`src/hw/rtl/deq_pkg.sv`:
```
// ----------------------------------------------------------------------------
// deq_pkg
// Shared types and codes of the double-ended queue: request codes, result
// status codes, datapath operations and the controller/datapath bundles.
// ----------------------------------------------------------------------------
package deq_pkg;

  localparam int unsigned DataW = 32;
  localparam int unsigned ReqW  = 3;
  localparam int unsigned StatW = 2;

  // request codes carried on the input channel
  typedef enum logic [ReqW-1:0] {
    REQ_PUSH_FRONT = 3'd0,
    REQ_PUSH_BACK  = 3'd1,
    REQ_POP_FRONT  = 3'd2,
    REQ_POP_BACK   = 3'd3,
    REQ_QUERY      = 3'd4
  } req_type_e;

  // result status codes
  typedef enum logic [StatW-1:0] {
    STAT_DONE  = 2'd0,
    STAT_EMPTY = 2'd1,
    STAT_FULL  = 2'd2
  } status_e;

  // operation the datapath applies to the ring
  typedef enum logic [2:0] {
    OP_NONE       = 3'd0,
    OP_PUSH_FRONT = 3'd1,
    OP_PUSH_BACK  = 3'd2,
    OP_POP_FRONT  = 3'd3,
    OP_POP_BACK   = 3'd4
  } op_e;

  // commands from the controller
  typedef struct packed {
    logic    take;      // request transfer this cycle
    op_e     op;
    status_e status;
    logic    rd_en;     // read front and back entries
    logic    load_rsp;  // load the result register
  } deq_cmd_t;

  // status from the datapath
  typedef struct packed {
    logic empty;
    logic full;
    logic rsp_free;     // result register can take a new result
  } deq_flags_t;

endpackage

```
`src/hw/rtl/deq_if.sv`:
```
// ----------------------------------------------------------------------------
// deq_req_if / deq_rsp_if
// Valid/ready channels of the double-ended queue: request in, result out.
// ----------------------------------------------------------------------------
interface deq_req_if;
  logic               valid;
  logic               ready;
  logic [2:0]         req_type;
  logic signed [31:0] data_value;

  modport source (output valid, output req_type, output data_value, input ready);
  modport sink   (input valid, input req_type, input data_value, output ready);
endinterface

interface deq_rsp_if #(
  parameter int unsigned CNT_W = 5
);
  logic               valid;
  logic               ready;
  logic [1:0]         status;
  logic               is_empty;
  logic [CNT_W-1:0]   element_count;
  logic signed [31:0] first_value;
  logic signed [31:0] last_value;

  modport source (output valid, output status, output is_empty, output element_count,
                  output first_value, output last_value, input ready);
  modport sink   (input valid, input status, input is_empty, input element_count,
                  input first_value, input last_value, output ready);
endinterface

```
`src/hw/rtl/double_ended_queue.sv`:
```
// Order: a request transfers in the idle state, the entry RAM is read in the read state
// and the result register is loaded in the load state; no new request is taken until
// that load, as set by the registered read of the entry RAM; a stalled result holds the sequencer.
// Reset: front pointer, fill count, sequencer and result valid clear at once;
// the entry RAM is not cleared, so no clearing pass is needed after reset.
// ----------------------------------------------------------------------------
// double_ended_queue
// Bounded double-ended queue of signed 32-bit values held in a ring buffer,
// with push and pop at both ends and a status result for every request.
// ----------------------------------------------------------------------------
module double_ended_queue #(
  parameter int unsigned DEPTH = 16
) (
  input  logic      clk_i,
  input  logic      rst_ni,
  deq_req_if.sink   req_i,
  deq_rsp_if.source rsp_o
);
  import deq_pkg::*;

  deq_cmd_t   cmd;
  deq_flags_t flags;

  // request sequencer
  deq_ctrl u_ctrl (
    .clk_i       (clk_i),
    .rst_ni      (rst_ni),
    .req_valid_i (req_i.valid),
    .req_type_i  (req_i.req_type),
    .req_ready_o (req_i.ready),
    .flags_i     (flags),
    .cmd_o       (cmd)
  );

  // ring datapath
  deq_dpath #(
    .DEPTH (DEPTH)
  ) u_dpath (
    .clk_i           (clk_i),
    .rst_ni          (rst_ni),
    .cmd_i           (cmd),
    .flags_o         (flags),
    .data_value_i    (req_i.data_value),
    .rsp_valid_o     (rsp_o.valid),
    .rsp_ready_i     (rsp_o.ready),
    .status_o        (rsp_o.status),
    .is_empty_o      (rsp_o.is_empty),
    .element_count_o (rsp_o.element_count),
    .first_value_o   (rsp_o.first_value),
    .last_value_o    (rsp_o.last_value)
  );

endmodule

```
`src/hw/rtl/deq_ram.sv`:
```
// ----------------------------------------------------------------------------
// deq_ram
// Generic RAM, one write port and two read ports with registered read data.
// ----------------------------------------------------------------------------
module deq_ram #(
  parameter int unsigned WIDTH = 32,
  parameter int unsigned DEPTH = 16
) (
  input  logic                     clk_i,
  input  logic                     we_i,
  input  logic [$clog2(DEPTH)-1:0] waddr_i,
  input  logic [WIDTH-1:0]         wdata_i,
  input  logic                     re_i,
  input  logic [$clog2(DEPTH)-1:0] raddr_a_i,
  input  logic [$clog2(DEPTH)-1:0] raddr_b_i,
  output logic [WIDTH-1:0]         rdata_a_o,
  output logic [WIDTH-1:0]         rdata_b_o
);

  logic [WIDTH-1:0] mem_q [DEPTH];
  logic [WIDTH-1:0] rdata_a_q;
  logic [WIDTH-1:0] rdata_b_q;

  // write port
  always_ff @(posedge clk_i) begin
    if (we_i) begin
      mem_q[waddr_i] <= wdata_i;
    end
  end

  // registered read ports
  always_ff @(posedge clk_i) begin
    if (re_i) begin
      rdata_a_q <= mem_q[raddr_a_i];
      rdata_b_q <= mem_q[raddr_b_i];
    end
  end

  assign rdata_a_o = rdata_a_q;
  assign rdata_b_o = rdata_b_q;

endmodule

```
`src/hw/rtl/deq_ctrl.sv`:
```
// ----------------------------------------------------------------------------
// deq_ctrl
// Request sequencer: decodes each request against the full/empty flags and
// steps through transfer, entry read and result load.
// ----------------------------------------------------------------------------
module deq_ctrl (
  input  logic                clk_i,
  input  logic                rst_ni,
  input  logic                req_valid_i,
  input  logic [2:0]          req_type_i,
  output logic                req_ready_o,
  input  deq_pkg::deq_flags_t flags_i,
  output deq_pkg::deq_cmd_t   cmd_o
);
  import deq_pkg::*;

  typedef enum logic [2:0] {
    ST_IDLE = 3'b001,
    ST_READ = 3'b010,
    ST_LOAD = 3'b100
  } state_e;

  state_e state_q, state_d;

  // request decode
  always_comb begin
    cmd_o        = '0;
    cmd_o.op     = OP_NONE;
    cmd_o.status = STAT_DONE;
    case (req_type_i)
      REQ_PUSH_FRONT: begin
        if (flags_i.full) cmd_o.status = STAT_FULL;
        else              cmd_o.op     = OP_PUSH_FRONT;
      end
      REQ_PUSH_BACK: begin
        if (flags_i.full) cmd_o.status = STAT_FULL;
        else              cmd_o.op     = OP_PUSH_BACK;
      end
      REQ_POP_FRONT: begin
        if (flags_i.empty) cmd_o.status = STAT_EMPTY;
        else               cmd_o.op     = OP_POP_FRONT;
      end
      REQ_POP_BACK: begin
        if (flags_i.empty) cmd_o.status = STAT_EMPTY;
        else               cmd_o.op     = OP_POP_BACK;
      end
      default: begin
        cmd_o.op = OP_NONE;
      end
    endcase

    req_ready_o = 1'b0;
    state_d     = state_q;
    case (state_q)
      ST_IDLE: begin
        req_ready_o = 1'b1;
        cmd_o.take  = req_valid_i;
        if (req_valid_i) state_d = ST_READ;
      end
      ST_READ: begin
        cmd_o.rd_en = 1'b1;
        state_d     = ST_LOAD;
      end
      ST_LOAD: begin
        if (flags_i.rsp_free) begin
          cmd_o.load_rsp = 1'b1;
          state_d        = ST_IDLE;
        end
      end
      default: begin
        state_d = ST_IDLE;
      end
    endcase
  end

  // state register
  always_ff @(posedge clk_i or negedge rst_ni) begin
    if (!rst_ni) begin
      state_q <= ST_IDLE;
    end else begin
      state_q <= state_d;
    end
  end

endmodule

```
`src/hw/rtl/deq_dpath.sv`:
```
// ----------------------------------------------------------------------------
// deq_dpath
// Ring datapath: front pointer, fill count, entry RAM and result register.
// ----------------------------------------------------------------------------
module deq_dpath #(
  parameter int unsigned DEPTH = 16
) (
  input  logic                          clk_i,
  input  logic                          rst_ni,
  input  deq_pkg::deq_cmd_t             cmd_i,
  output deq_pkg::deq_flags_t           flags_o,
  input  logic signed [31:0]            data_value_i,
  output logic                          rsp_valid_o,
  input  logic                          rsp_ready_i,
  output logic [1:0]                    status_o,
  output logic                          is_empty_o,
  output logic [$clog2(DEPTH+1)-1:0]    element_count_o,
  output logic signed [31:0]            first_value_o,
  output logic signed [31:0]            last_value_o
);
  import deq_pkg::*;

  localparam int unsigned AddrW = $clog2(DEPTH);
  localparam int unsigned CntW  = $clog2(DEPTH + 1);
  localparam int unsigned SumW  = AddrW + 1;

  logic [AddrW-1:0] front_q, front_d;
  logic [CntW-1:0]  count_q, count_d;
  status_e          status_q;

  logic             rsp_valid_q;
  status_e          rsp_status_q;
  logic [CntW-1:0]  rsp_count_q;
  logic [DataW-1:0] rsp_first_q;
  logic [DataW-1:0] rsp_last_q;

  logic [AddrW-1:0] front_dec;
  logic [AddrW-1:0] front_inc;
  logic [SumW-1:0]  back_sum;
  logic [SumW-1:0]  last_sum;
  logic [AddrW-1:0] back_addr;
  logic [AddrW-1:0] last_addr;
  logic             we;
  logic [AddrW-1:0] waddr;
  logic [DataW-1:0] rdata_a;
  logic [DataW-1:0] rdata_b;
  logic             empty;
  logic             full;

  assign empty = (count_q == '0);
  assign full  = (count_q == CntW'(DEPTH));

  // ring index arithmetic, sums stay below twice the depth
  always_comb begin
    front_dec = (front_q == '0) ? AddrW'(DEPTH - 1) : front_q - 1'b1;
    front_inc = (front_q == AddrW'(DEPTH - 1)) ? '0 : front_q + 1'b1;
    back_sum  = SumW'(front_q) + SumW'(count_q);
    last_sum  = back_sum - 1'b1;
    back_addr = (back_sum >= SumW'(DEPTH)) ? AddrW'(back_sum - SumW'(DEPTH))
                                           : AddrW'(back_sum);
    last_addr = (last_sum >= SumW'(DEPTH)) ? AddrW'(last_sum - SumW'(DEPTH))
                                           : AddrW'(last_sum);
  end

  // pointer and count update on a request transfer
  always_comb begin
    front_d = front_q;
    count_d = count_q;
    we      = 1'b0;
    waddr   = back_addr;
    if (cmd_i.take) begin
      case (cmd_i.op)
        OP_PUSH_FRONT: begin
          front_d = front_dec;
          count_d = count_q + 1'b1;
          we      = 1'b1;
          waddr   = front_dec;
        end
        OP_PUSH_BACK: begin
          count_d = count_q + 1'b1;
          we      = 1'b1;
        end
        OP_POP_FRONT: begin
          front_d = front_inc;
          count_d = count_q - 1'b1;
        end
        OP_POP_BACK: begin
          count_d = count_q - 1'b1;
        end
        default: begin
          front_d = front_q;
        end
      endcase
    end
  end

  always_ff @(posedge clk_i or negedge rst_ni) begin
    if (!rst_ni) begin
      front_q  <= '0;
      count_q  <= '0;
      status_q <= STAT_DONE;
    end else begin
      front_q <= front_d;
      count_q <= count_d;
      if (cmd_i.take) status_q <= cmd_i.status;
    end
  end

  // entry store
  deq_ram #(
    .WIDTH (DataW),
    .DEPTH (DEPTH)
  ) u_ram (
    .clk_i     (clk_i),
    .we_i      (we),
    .waddr_i   (waddr),
    .wdata_i   (data_value_i),
    .re_i      (cmd_i.rd_en),
    .raddr_a_i (front_q),
    .raddr_b_i (last_addr),
    .rdata_a_o (rdata_a),
    .rdata_b_o (rdata_b)
  );

  // result register, freed by a result transfer
  always_ff @(posedge clk_i or negedge rst_ni) begin
    if (!rst_ni) begin
      rsp_valid_q <= 1'b0;
    end else if (cmd_i.load_rsp) begin
      rsp_valid_q <= 1'b1;
    end else if (rsp_ready_i) begin
      rsp_valid_q <= 1'b0;
    end
  end

  always_ff @(posedge clk_i) begin
    if (cmd_i.load_rsp) begin
      rsp_status_q <= status_q;
      rsp_count_q  <= count_q;
      rsp_first_q  <= empty ? '0 : rdata_a;
      rsp_last_q   <= empty ? '0 : rdata_b;
    end
  end

  assign flags_o.empty    = empty;
  assign flags_o.full     = full;
  assign flags_o.rsp_free = !rsp_valid_q || rsp_ready_i;

  assign rsp_valid_o     = rsp_valid_q;
  assign status_o        = rsp_status_q;
  assign is_empty_o      = (rsp_count_q == '0);
  assign element_count_o = rsp_count_q;
  assign first_value_o   = rsp_first_q;
  assign last_value_o    = rsp_last_q;

  // fill count never passes the depth
  a_count_bound: assert property (@(posedge clk_i) disable iff (!rst_ni)
    count_q <= CntW'(DEPTH))
    else $error("fill count above depth");

  // no push is applied to a full ring
  a_no_push_full: assert property (@(posedge clk_i) disable iff (!rst_ni)
    cmd_i.take && (cmd_i.op == OP_PUSH_FRONT || cmd_i.op == OP_PUSH_BACK) |-> !full)
    else $error("push applied while full");

  // no pop is applied to an empty ring
  a_no_pop_empty: assert property (@(posedge clk_i) disable iff (!rst_ni)
    cmd_i.take && (cmd_i.op == OP_POP_FRONT || cmd_i.op == OP_POP_BACK) |-> !empty)
    else $error("pop applied while empty");

  // a pending result is never overwritten
  a_no_overwrite: assert property (@(posedge clk_i) disable iff (!rst_ni)
    cmd_i.load_rsp |-> (!rsp_valid_q || rsp_ready_i))
    else $error("result overwritten before transfer");

  // a refused request, a query or an unused code leaves the ring as it was
  a_refused_stable: assert property (@(posedge clk_i) disable iff (!rst_ni)
    cmd_i.take && cmd_i.op == OP_NONE |=> $stable(count_q) && $stable(front_q))
    else $error("refused request changed the ring");

endmodule

```
`src/flat_wrapper.sv`:
```
// flat-port wrapper written by rule: the top's interface ports become plain ports
module double_ended_queue_flat import deq_pkg::*;
#(
  parameter int unsigned DEPTH = 16
)
  (clk_i, rst_ni, req_i_valid, req_i_req_type, req_i_data_value, req_i_ready, rsp_o_valid, rsp_o_status, rsp_o_is_empty, rsp_o_element_count, rsp_o_first_value, rsp_o_last_value, rsp_o_ready);
  deq_req_if req_i_i ();
  deq_rsp_if #(.CNT_W((5))) rsp_o_i ();
  input  logic clk_i;
  input  logic rst_ni;
  input wire logic [$bits(req_i_i.valid)-1:0] req_i_valid;
  input wire logic [$bits(req_i_i.req_type)-1:0] req_i_req_type;
  input wire logic [$bits(req_i_i.data_value)-1:0] req_i_data_value;
  output wire logic [$bits(req_i_i.ready)-1:0] req_i_ready;
  output wire logic [$bits(rsp_o_i.valid)-1:0] rsp_o_valid;
  output wire logic [$bits(rsp_o_i.status)-1:0] rsp_o_status;
  output wire logic [$bits(rsp_o_i.is_empty)-1:0] rsp_o_is_empty;
  output wire logic [$bits(rsp_o_i.element_count)-1:0] rsp_o_element_count;
  output wire logic [$bits(rsp_o_i.first_value)-1:0] rsp_o_first_value;
  output wire logic [$bits(rsp_o_i.last_value)-1:0] rsp_o_last_value;
  input wire logic [$bits(rsp_o_i.ready)-1:0] rsp_o_ready;
  assign req_i_i.valid = req_i_valid;
  assign req_i_i.req_type = req_i_req_type;
  assign req_i_i.data_value = req_i_data_value;
  assign req_i_ready = req_i_i.ready;
  assign rsp_o_valid = rsp_o_i.valid;
  assign rsp_o_status = rsp_o_i.status;
  assign rsp_o_is_empty = rsp_o_i.is_empty;
  assign rsp_o_element_count = rsp_o_i.element_count;
  assign rsp_o_first_value = rsp_o_i.first_value;
  assign rsp_o_last_value = rsp_o_i.last_value;
  assign rsp_o_i.ready = rsp_o_ready;
  double_ended_queue #(.DEPTH(DEPTH)) u_core (.clk_i(clk_i), .rst_ni(rst_ni), .req_i(req_i_i), .rsp_o(rsp_o_i));
endmodule
```
`config.mk`:
```
export PLATFORM = sky130hd
export DESIGN_NAME = double_ended_queue_flat
export DESIGN_NICKNAME = d
export VERILOG_FILES = /design/src/hw/rtl/deq_pkg.sv /design/src/hw/rtl/deq_if.sv /design/src/hw/rtl/double_ended_queue.sv /design/src/hw/rtl/deq_ram.sv /design/src/hw/rtl/deq_ctrl.sv /design/src/hw/rtl/deq_dpath.sv /design/src/flat_wrapper.sv
export SDC_FILE = /design/constraint.sdc
export NUM_CORES = 1
export LEC_CHECK = 0
export CORE_MARGIN = 10
export CORE_UTILIZATION = 25
export DETAILED_ROUTE_END_ITERATION = 8
export DONT_BUFFER_PORTS = 1
export HOLD_SLACK_MARGIN = 0.1
export PLACE_DENSITY = 0.38
export SLEW_MARGIN = 20
export SYNTH_ARGS = -nofsm -noshare
export SYNTH_HDL_FRONTEND = slang
export SYNTH_SLANG_ARGS = --single-unit
```
`constraint.sdc`:
```
create_clock -name clk_i -period 4.1 [get_ports clk_i]
set_input_delay 0 -clock clk_i [delete_from_list [all_inputs] [get_ports clk_i]]
set_output_delay 0 -clock clk_i [all_outputs]
set_load 0.05 [all_outputs]
```
==> impl_metrics.toml <==
[place]
hpwl_mm = 47.1
dpl.cell_count = 2988
portBuffers = 0
gp_congestion = 0.700

[yosys]
synth_flop_cell = "edfxtp_1"
synth-async-reset-ratio_pct = 2.27
ys_warn_count = 0
synth_top_cell_area_share_pct = 66.2
syn_area_per_cell_um2 = 19.3
yosys.area.top_type = "edfxtp_1"
syn-instance-count = 1517
synth_edf_count = 647
synth_fp_nets = 1568
synth-seq-area-share_pct = 67.5
synth.cell_area_mm2 = 0.0294
synth_cell_types = 53
synth.area.top_cells = "edfxtp_1 66%, mux4_2 20%, nor2b_1 2.1%, dfrtp_1 1.2%, mux2i_1 1.2%"
ys_ff_latch = 662

[setup_path]
r2r_start = "u_core.u_ctrl.state_q[0]"
cp-end-kind = "register"
reg2reg_slack_ns = 0.75
cp.required_ns = 4.42
rr_worst_depth = 7
crit_type = "register to register"
crit_fanout = 18
timing.rr.end = "u_core.u_dpath.u_ram.mem_q[1][23]"
critPathLaunchType = "register"
arrival_ns = 3.67

[sta]
setup_viol = 0
slew_headroom_pct = 29.7
tightestPinTransition_ns = 1.05
fmax_ghz = 0.299
min_period_ns = 3.35
finalCritPeriodShare_pct = 81.7
drv_slew = 0
final.setup.tns_ns = 0
hold_viol_final = 0
rsz0062_at_grt = "no"
skew_ns = 0.0144

[clock_tree]
cts_buffers = 78
htreeDepth = 3
clk_pin_slew_ns = 0.06
root_buffer = "clkbuf_16"
post_cts_buffers = 0
clk_latency_ns = 0.63
clockBufferDepth = 3
cts_sinks = 662
cts_tree = "done"

[global_routing]
grt_overflow_total = 0
met2_usage_pct = 22.6
grt_use_met1_pct = 17.0
grt_pass1_wl_mm = 126
grt_start_max_net_pins = 87
track_usage_pct = 13.3
grt_busiest_layer = "met2"
grt_use_met3_pct = 2.72
grt_pass1_vias = 16700
antenna_found_initial = 9

[finish]
syn_to_final_growth_pct = 17.7
layout-drive-gt1-share_pct = 29.2
layout_commonest_cell = "edfxtp_1"
final_cell_mix = "647 x edfxtp_1, 256 x mux4_2, 100 x nor2b_1, 82 x clkbuf_16, 71 x nand2_1"
instances_no_fill = 3167
fillers = 11400
seqCellArea_mm2 = 0.0198
multi_input_area_mm2 = 0.00918
nNetsFinal = 1637

[detailed_routing]
num_vias = 15400
antenna_left = 0
route.detailed.drc = 0
avgViaCountPerCell = 4.85
drt-wirelength-per-cell_um = 27.8
drt_pre_antenna_iters = 5
wl_mm = 87.9
drtIter0Drc = 1207

[floorplan]
fp-row-count = 125
die_x_um = 363
die_h_um = 363
core-area_mm2 = 0.116
initial_core_util_pct = 25.2
ioPinCount = 113
die_area_mm2 = 0.132

[min_path]
whs_endpoint = "u_core.u_dpath.u_ram.mem_q[1][0]"
min_path_type = "primary input to register"
hold_depth = 4
hp-start = "req_i_req_type[0]"

[status]
status = "finished clean"

[job]
cap_violations = 0
==> sequential cells by signal (all words and copies together), names as in the netlist, 3 cells and up <==
signal / cells
u_core.u_dpath.u_ram.rdata_a_o: 32
u_core.u_dpath.front_q: 4
u_core.u_dpath.element_count_o: 5
u_core.u_dpath.u_ram.rdata_b_o: 32
u_core.u_dpath.last_value_o: 32
u_core.u_dpath.count_q: 5
u_core.u_ctrl.state_q: 3
u_core.u_dpath.first_value_o: 32
u_core.u_dpath.u_ram.mem_q: 512
==> cell usage after synthesis (all sizes together) (4+ instances only) <==
| cell | number |
|---|---|
| a211oi | 36 |
| a21o | 4 |
| a21oi | 8 |
| a22oi | 4 |
| a31oi | 32 |
| buf | 55 |
| clkbuf | 55 |
| dfrtp | 14 |
| edfxtp | 647 |
| ha | 10 |
| inv | 7 |
| mux2i | 35 |
| mux4 | 256 |
| nand2 | 71 |
| nand2b | 7 |
| nand3 | 66 |
| nor2 | 27 |
| nor2b | 100 |
| o211ai | 32 |
| o21ai | 8 |
| xnor2 | 10 |
| xor2 | 5 |
==> area by class of cell <==
cell class / count / area share, %
multi-input cells: 737 / 26.6
well taps: 1524 / 5.52
flip-flops and latches: 662 / 57.4
clock buffers: 97 / 6.16
repair buffers: 99 / 3.36
clock inverters: 38 / 0.887
diodes: 2 / 0.0145
inverters: 8 / 0.0869
==> worst max-delay path by stage <==
stage	startpoint	endpoint	slack (ns)	cells after the start
3_3_place_gp	u_core.u_ctrl.state_q[0]	u_core.u_dpath.u_ram.mem_q[3][18]	0.74	7
2_1_floorplan	u_core.u_dpath.front_q[1]	u_core.u_dpath.u_ram.mem_q[12][0]	0.29	10
3_5_place_dp	u_core.u_ctrl.state_q[0]	u_core.u_dpath.u_ram.mem_q[3][24]	0.73	7
6_report	u_core.u_ctrl.state_q[0]	u_core.u_dpath.u_ram.mem_q[1][23]	0.75	7
5_1_grt	u_core.u_ctrl.state_q[0]	u_core.u_dpath.u_ram.mem_q[1][22]	0.55	7
4_1_cts	u_core.u_ctrl.state_q[0]	u_core.u_dpath.u_ram.mem_q[3][22]	0.71	7
==> through the flow <==
step,utilization (%),hold slack (ns),worst slack (ns),instance area [um^2]
floorplan,-,-0.296,0.292,29400
global placement,27.2,-0.295,0.742,31700
detailed placement,27.2,-0.295,0.731,31700
CTS,29.7,0.130,0.708,34500
global route,29.7,0.182,0.546,34500
finish,29.7,0.167,0.752,34500
==> metal layers <==
| metal | vias to the layer above | part of all wire (%) |
|---|---|---|
| met5 | - | 0.069 |
| met4 | 12 | 1.9 |
| met3 | 124 | 4.8 |
| met2 | 375 | 50 |
| met1 | 8390 | 44 |
| li1 | 6463 | - |
==> timing repair <==
item                                    4_1_cts  5_1_grt
resized for setup                             0        0
endpoints found under the setup margin        0        0
hold buffers                                 42        0
endpoints found under the hold margin       577        0
==> kinds of logic after synthesis <==
logic type / after synthesis / synth area share [%]
flops: 662 / 67.5
mux: 293 / 20.9
simple gates: 286 / 5.08
compound gates: 130 / 3.47
buf+inv: 118 / 1.88
xor+xnor: 16 / 0.622
fa+ha+maj: 12 / 0.563
==> critical path, stage by stage (launching register included) <==
cell and delay (ns):
dfstp_2 0.58, nand4bb_1 0.35, a211oi_1 0.59, nor2b_1 0.24
a22oi_1 0.11, buf_4 0.18, nor2_4 0.65, buf_12 0.30
Power is left out: the tool's default activity adds up to more than one toggle a clock period on the data nets, which glitch-free logic cannot reach.
